File: config.mk
export PLATFORM = sky130hd
export DESIGN_NAME = bra_ctrl
export DESIGN_NICKNAME = d
export VERILOG_FILES = /design/src/rtl/core/bra_pkg.sv /design/src/rtl/core/bra_ctrl.sv
export SDC_FILE = /design/constraint.sdc
export NUM_CORES = 1
export LEC_CHECK = 0
export BUFFER_PORTS_ARGS = -buffer_cell sky130_fd_sc_hd__buf_2
export CAP_MARGIN = 5
export CORE_AREA = 2 2 39 41
export CTS_BUF_LIST = sky130_fd_sc_hd__clkbuf_4 sky130_fd_sc_hd__clkbuf_8
export DETAILED_ROUTE_END_ITERATION = 8
export DIE_AREA = 0 0 41 43
export GPL_ROUTABILITY_DRIVEN = 0
export PLACE_DENSITY_LB_ADDON = 0.08
export SLEW_MARGIN = 20
export SYNTH_ARGS = -nofsm -noshare
export SYNTH_HDL_FRONTEND = slang
export SYNTH_SLANG_ARGS = --single-unit
File: constraint.sdc
create_clock -name clk -period 3.4 [get_ports clk]
set_input_delay 0.51 -clock clk [delete_from_list [all_inputs] [get_ports clk]]
set_output_delay 0.51 -clock clk [all_outputs]
set_load 0.02 [all_outputs]
File: src/rtl/core/bra_pkg.sv
// Shared constants and control types for the bitmap range allocator.
`default_nettype none
package bra_pkg;
	localparam int MAP_BITS  = 1024;
	localparam int WORD_BITS = 32;
	localparam int NUM_WORDS = MAP_BITS / WORD_BITS;
	localparam int ADDR_W    = $clog2(NUM_WORDS);
	localparam int OFF_W     = $clog2(WORD_BITS);
	localparam int POS_W     = 11;
	localparam int WIDX_W    = POS_W - OFF_W;
	localparam int KIND_W    = 3;

	localparam logic [KIND_W-1:0] KIND_SET      = 3'd0;
	localparam logic [KIND_W-1:0] KIND_CLEAR    = 3'd1;
	localparam logic [KIND_W-1:0] KIND_FIND_SET = 3'd2;
	localparam logic [KIND_W-1:0] KIND_FIND_RUN = 3'd3;
	localparam logic [KIND_W-1:0] KIND_ALLOC    = 3'd4;

	typedef struct packed {
		logic load;
		logic fail;
		logic rd;
		logic wr_step;
		logic scan_step;
		logic out_load;
	} bra_cmd_t;

	typedef struct packed {
		logic is_alloc;
		logic is_write;
		logic trivial_nop;
		logic trivial_fail;
		logic done_hit;
		logic done_miss;
		logic reread;
		logic wr_last;
	} bra_status_t;
endpackage
`default_nettype wire

File: src/rtl/core/bra_ctrl.sv
// Command sequencer of the bitmap range allocator.
`default_nettype none
module bra_ctrl import bra_pkg::*; (
	input  wire logic        clk,
	input  wire logic        arst_n,
	input  wire logic        in_valid,
	input  wire logic        out_ready,
	input  wire bra_status_t st,
	output bra_cmd_t         cmd,
	output logic             wmode,
	output logic             in_ready,
	output logic             out_valid
);
	typedef enum logic [2:0] {IDLE, CHECK, READ, EVAL, FINISH} state_t;

	state_t state_q;
	logic   wmode_q, out_valid_q;
	logic   out_free;

	assign out_free  = !out_valid_q || out_ready;
	assign in_ready  = state_q == IDLE;
	assign out_valid = out_valid_q;
	assign wmode     = wmode_q;

	always_comb begin
		cmd           = '0;
		cmd.load      = (state_q == IDLE) && in_valid;
		cmd.fail      = (state_q == CHECK) && !st.trivial_nop && st.trivial_fail;
		cmd.rd        = state_q == READ;
		cmd.wr_step   = (state_q == EVAL) && wmode_q;
		cmd.scan_step = (state_q == EVAL) && !wmode_q;
		cmd.out_load  = (state_q == FINISH) && out_free;
	end

	always_ff @(posedge clk or negedge arst_n) begin
		if (!arst_n) begin
			state_q     <= IDLE;
			wmode_q     <= 1'b0;
			out_valid_q <= 1'b0;
		end else begin
			if (cmd.out_load) begin
				out_valid_q <= 1'b1;
			end else if (out_ready) begin
				out_valid_q <= 1'b0;
			end
			unique case (state_q)
				IDLE: begin
					if (in_valid) begin
						state_q <= CHECK;
					end
				end
				CHECK: begin
					wmode_q <= st.is_write;
					if (st.trivial_nop || st.trivial_fail) begin
						state_q <= FINISH;
					end else begin
						state_q <= READ;
					end
				end
				READ: begin
					state_q <= EVAL;
				end
				EVAL: begin
					if (wmode_q) begin
						state_q <= st.wr_last ? FINISH : READ;
					end else if (st.done_hit) begin
						if (st.is_alloc) begin
							wmode_q <= 1'b1;
							state_q <= READ;
						end else begin
							state_q <= FINISH;
						end
					end else if (st.done_miss) begin
						state_q <= FINISH;
					end else if (st.reread) begin
						state_q <= READ;
					end
				end
				FINISH: begin
					if (out_free) begin
						state_q <= IDLE;
					end
				end
				default: begin
					state_q <= IDLE;
				end
			endcase
		end
	end
endmodule
`default_nettype wire

### After elaboration in Yosys (flattened, before gate mapping)

Cells that the tools add are included.

* bits in registers: 5
* word-level logic and storage cells: 41
* input bits: 12
* output and inout port bits: 9

* eq/ne operators: 7
* multiplexer cells: 16
* reduce and logical (&&, ||, !) cells: 15

Operators with widths (number)
* $mux W3: 9
* $pmux W3 S5: 1
* $eq A3 B2 Y1 const B: 2
* $logic_and A1 B1 Y1: 6
* $mux W1: 5
* $ne A5 B5 Y1 const B: 1
* $ne A2 B2 Y1 const B: 2
* $reduce_bool A2 Y1: 2
* $eq A3 B1 Y1 const B: 1
* $eq A3 B3 Y1 const B: 1
* $logic_not A1 Y1: 3
* $logic_not A3 Y1: 1
* $reduce_and A3 Y1: 1
* $logic_or A1 B1 Y1: 2
* $pmux W1 S2: 1

### Logic depth before layout (Yosys ltp)

* depth after elaboration: 5
* gate-level depth with buffers: 4
* mapped depth without buffers: 3

### Worst setup path before layout

No wires, ideal clock.

* kind: register to output
* start: register state_q[1]
* end: output cmd[5] (netlist name)
* stages on the path, launching flop included: 4
* setup slack: 1.513 ns
* arrival: 1.377 ns
* required time: 2.890 ns
* buffers on the path: 1
* cells stage by stage: dfrtp_1 > buf_2 > nor3_1 > and2_1

RTL lines
* from (decl): RTL line bra_ctrl.sv:16 `state_t state_q;`
* from (signal assigned): RTL line bra_ctrl.sv:65 `state_q <= st.wr_last ? FINISH : READ;`
* to (decl): RTL line bra_ctrl.sv:9 `output bra_cmd_t cmd,`

==> impl_metrics.yaml <==
outcome:
  status: "completed"
routing:
  first_pass_iters: 1
  drc: 0
  via_per_inst: 4.566
  wl_um: 781
  drt_iter0_markers: 0
  ant_nets: 0
  wire_per_inst_um: 10.28
  vias: 347
floorplanning:
  start_util_pct: 22.97
  die_h_um: 43
  row_count: 14
  fp.dieW_um: 41
  die_area_um2: 1763
  core_area_um2: 1384
  ioPinCount: 21
yosys:
  synth_nets: 49
  avgSynthCellArea_um2: 8.589
  synth_top_area_share_pct: 39.37
  synth.largest_area_cell: "dfrtp_1"
  synth_seq_area_share_pct: 39.37
  synth.distinct_cells: 21
  yosysWarnings: 0
  syn_area_um2: 317.8
  synthTopCellsByArea: "dfrtp_1 (39%), nand2_1 (5.9%), nor4b_1 (5.5%), a21oi_1 (4.7%), nand2b_4 (4.3%)"
  synth_cells: 37
  yosys_register_bits: 5
final_layout:
  post-route-util_pct: 33.45
  drive_gt1_share_pct: 43.33
  diodes: 0
  mostFrequentLayoutCell: "buf_2"
  area_growth_pct: 45.67
  nets: 73
  final_cell_mix: "buf_2 (20), nand2_1 (5), dfrtp_1 (5)"
setup_path:
  slowest_delay_ns: 0.45
  reg2regPathDepth: 3
  cp_data_arrival_time_ns: 1.30
  path_class: "reg -> out"
  end_kind: "output pin"
  crit_family: "flip-flops"
  path_cells: "nand2b_4 > nor4b_1 > buf_2"
  cp_num_buf_inv: 1
  start_kind: "flip-flop"
  critical_path_required_ns: 2.89
  slowest_stage: "dfrtp_1"
  worst-path-stages: 3
  crit_path_max_fanout: 8
sta:
  fin_crit_sh_pct: 53.28
  finClkSkew_ns: 0.0001039
  worst_pin_slew_ns: 0.3356
  tns_ns: 0
  fin_crit_ns: 1.811
  finalHoldViolations: 0
  max_slew_margin_pct: 77.63
  grt_setup_unrepaired: "no"
  setup_viol: 0
  maxSlewViolCount: 0
  max_freq_mhz: 552.0
global_routing:
  grtUsageTotal_pct: 11.78
  grt_overflow: 0
  grt_max_degree: 13
  antenna_found_initial: 0
  grt_pass1_wl_um: 1428
  grt_pass1_vias: 330
power_and_ir_drop:
  ir_drop_mv: 0.2816
  leakage_nw: 0.2450
  powerDensity_nw_per_um2: 868.9
clocking:
  tritoncts.num_buffers: 3
  clk_pin_slew_ns: 0.04
  clockBufferDepth: 2
  cts.sink_count: 5
  cts_tree: "built"
  cts_root_buffer: "clkbuf_4"
  clk_latency_ns: 0.24
  h-tree-depth: 1
  cts_resized: 0
  postCtsHoldBufs: 0
  postCtsSetupRepairBufs: 0
placed_design:
  hpwlAfterDp_um: 654.6
  io_buffers: 20
flow_run:
  drv_cap: 0
worst_hold_path:
  hold_class: "in -> async"
[state kept, by name, summed over array words and instances (netlist names)]
signal / count
out_valid: 1
wmode: 1
state_q: 3
[cell type report]
cell class                      count  area, µm²
Clock buffer                        4      30.03
Fill cell                         158      920.9
Inverter                            1      3.754
Multi-Input combinational cell     30      183.9
Sequential cell                     5      125.1
Tap cell                           16      20.02
Timing Repair Buffer               20      100.1
[power breakdown]
group | internal, W | switching, W
clock network | 0.0000523 | 0.0000235
registers | 0.0000859 | 0.0000460
logic | 0.0000842 | 0.000110
total | 0.000222 | 0.000180
[worst register-to-register path, stage by stage, from the launching register on]
cell     delay (ns)
dfrtp_1        0.49
nor2b_1        0.20
and2_1         0.17
a211o_1        0.22
[per-layer routing]
layer	routed length [µm]	track usage (%)	part of all wire, %	up-vias
met4	0	6.000	0	0
met3	61	3.141	7.8	0
li1	-	-	-	181
met1	385	17.21	49	152
met5	0	0	0	-
met2	334	15.31	43	14
[logic make-up (layout without fill, tap and decap cells)]
| family | after synthesis | in the layout | synth area share [%] |
|---|---|---|---|
| and+or+nand+nor | 22 | 22 | 40.55 |
| AOI/OAI and AO/OA | 8 | 8 | 17.32 |
| DFF | 5 | 5 | 39.37 |
| buffers and inverters | 2 | 25 | 2.753 |
[metrics by stage]
stage                     setup WS [ns]  total power [W]  instances  hold WS, ns  area [µm²]
final                             1.589        0.0004023         76      0.08116       462.9
after global routing              1.489        0.0004415         76      0.08056       462.9
after CTS                         1.571        0.0004094         76      0.07614       462.9
after detailed placement          1.788        0.0003307         72       0.3331       432.9
after global placement            1.803        0.0003330         72       0.3320       432.9
after floorplan                   1.513        0.0002660         37       0.2144       317.8
[final timing paths]
check | from | to | slack (ns)
worst max-delay path | state_q[2] | cmd[4] | 1.59
worst min-delay path | arst_n | wmode | 0.08
worst max register to register | state_q[1] | state_q[1] | 2.21
worst min register to register | out_valid | out_valid | 0.52
max in group asynchronous | arst_n | out_valid | 3.19
min in group clk | st[6] | wmode | 0.52
[synthesized netlist by cell type]
library cell	n
dfrtp_1	5
nand2_1	5
a21oi_1	3
nor2_1	3
and2_1	2
and3_1	2
nor2b_1	2
nor4b_1	2
a211o_1	1
a22oi_1	1
buf_2	1
inv_2	1
nand2b_1	1
nand2b_4	1
nor3_1	1
nor4_1	1
o21ai_0	1
o221ai_1	1
o32a_1	1
or2_1	1
or3_1	1
Power figures use the tool's default switching activity.
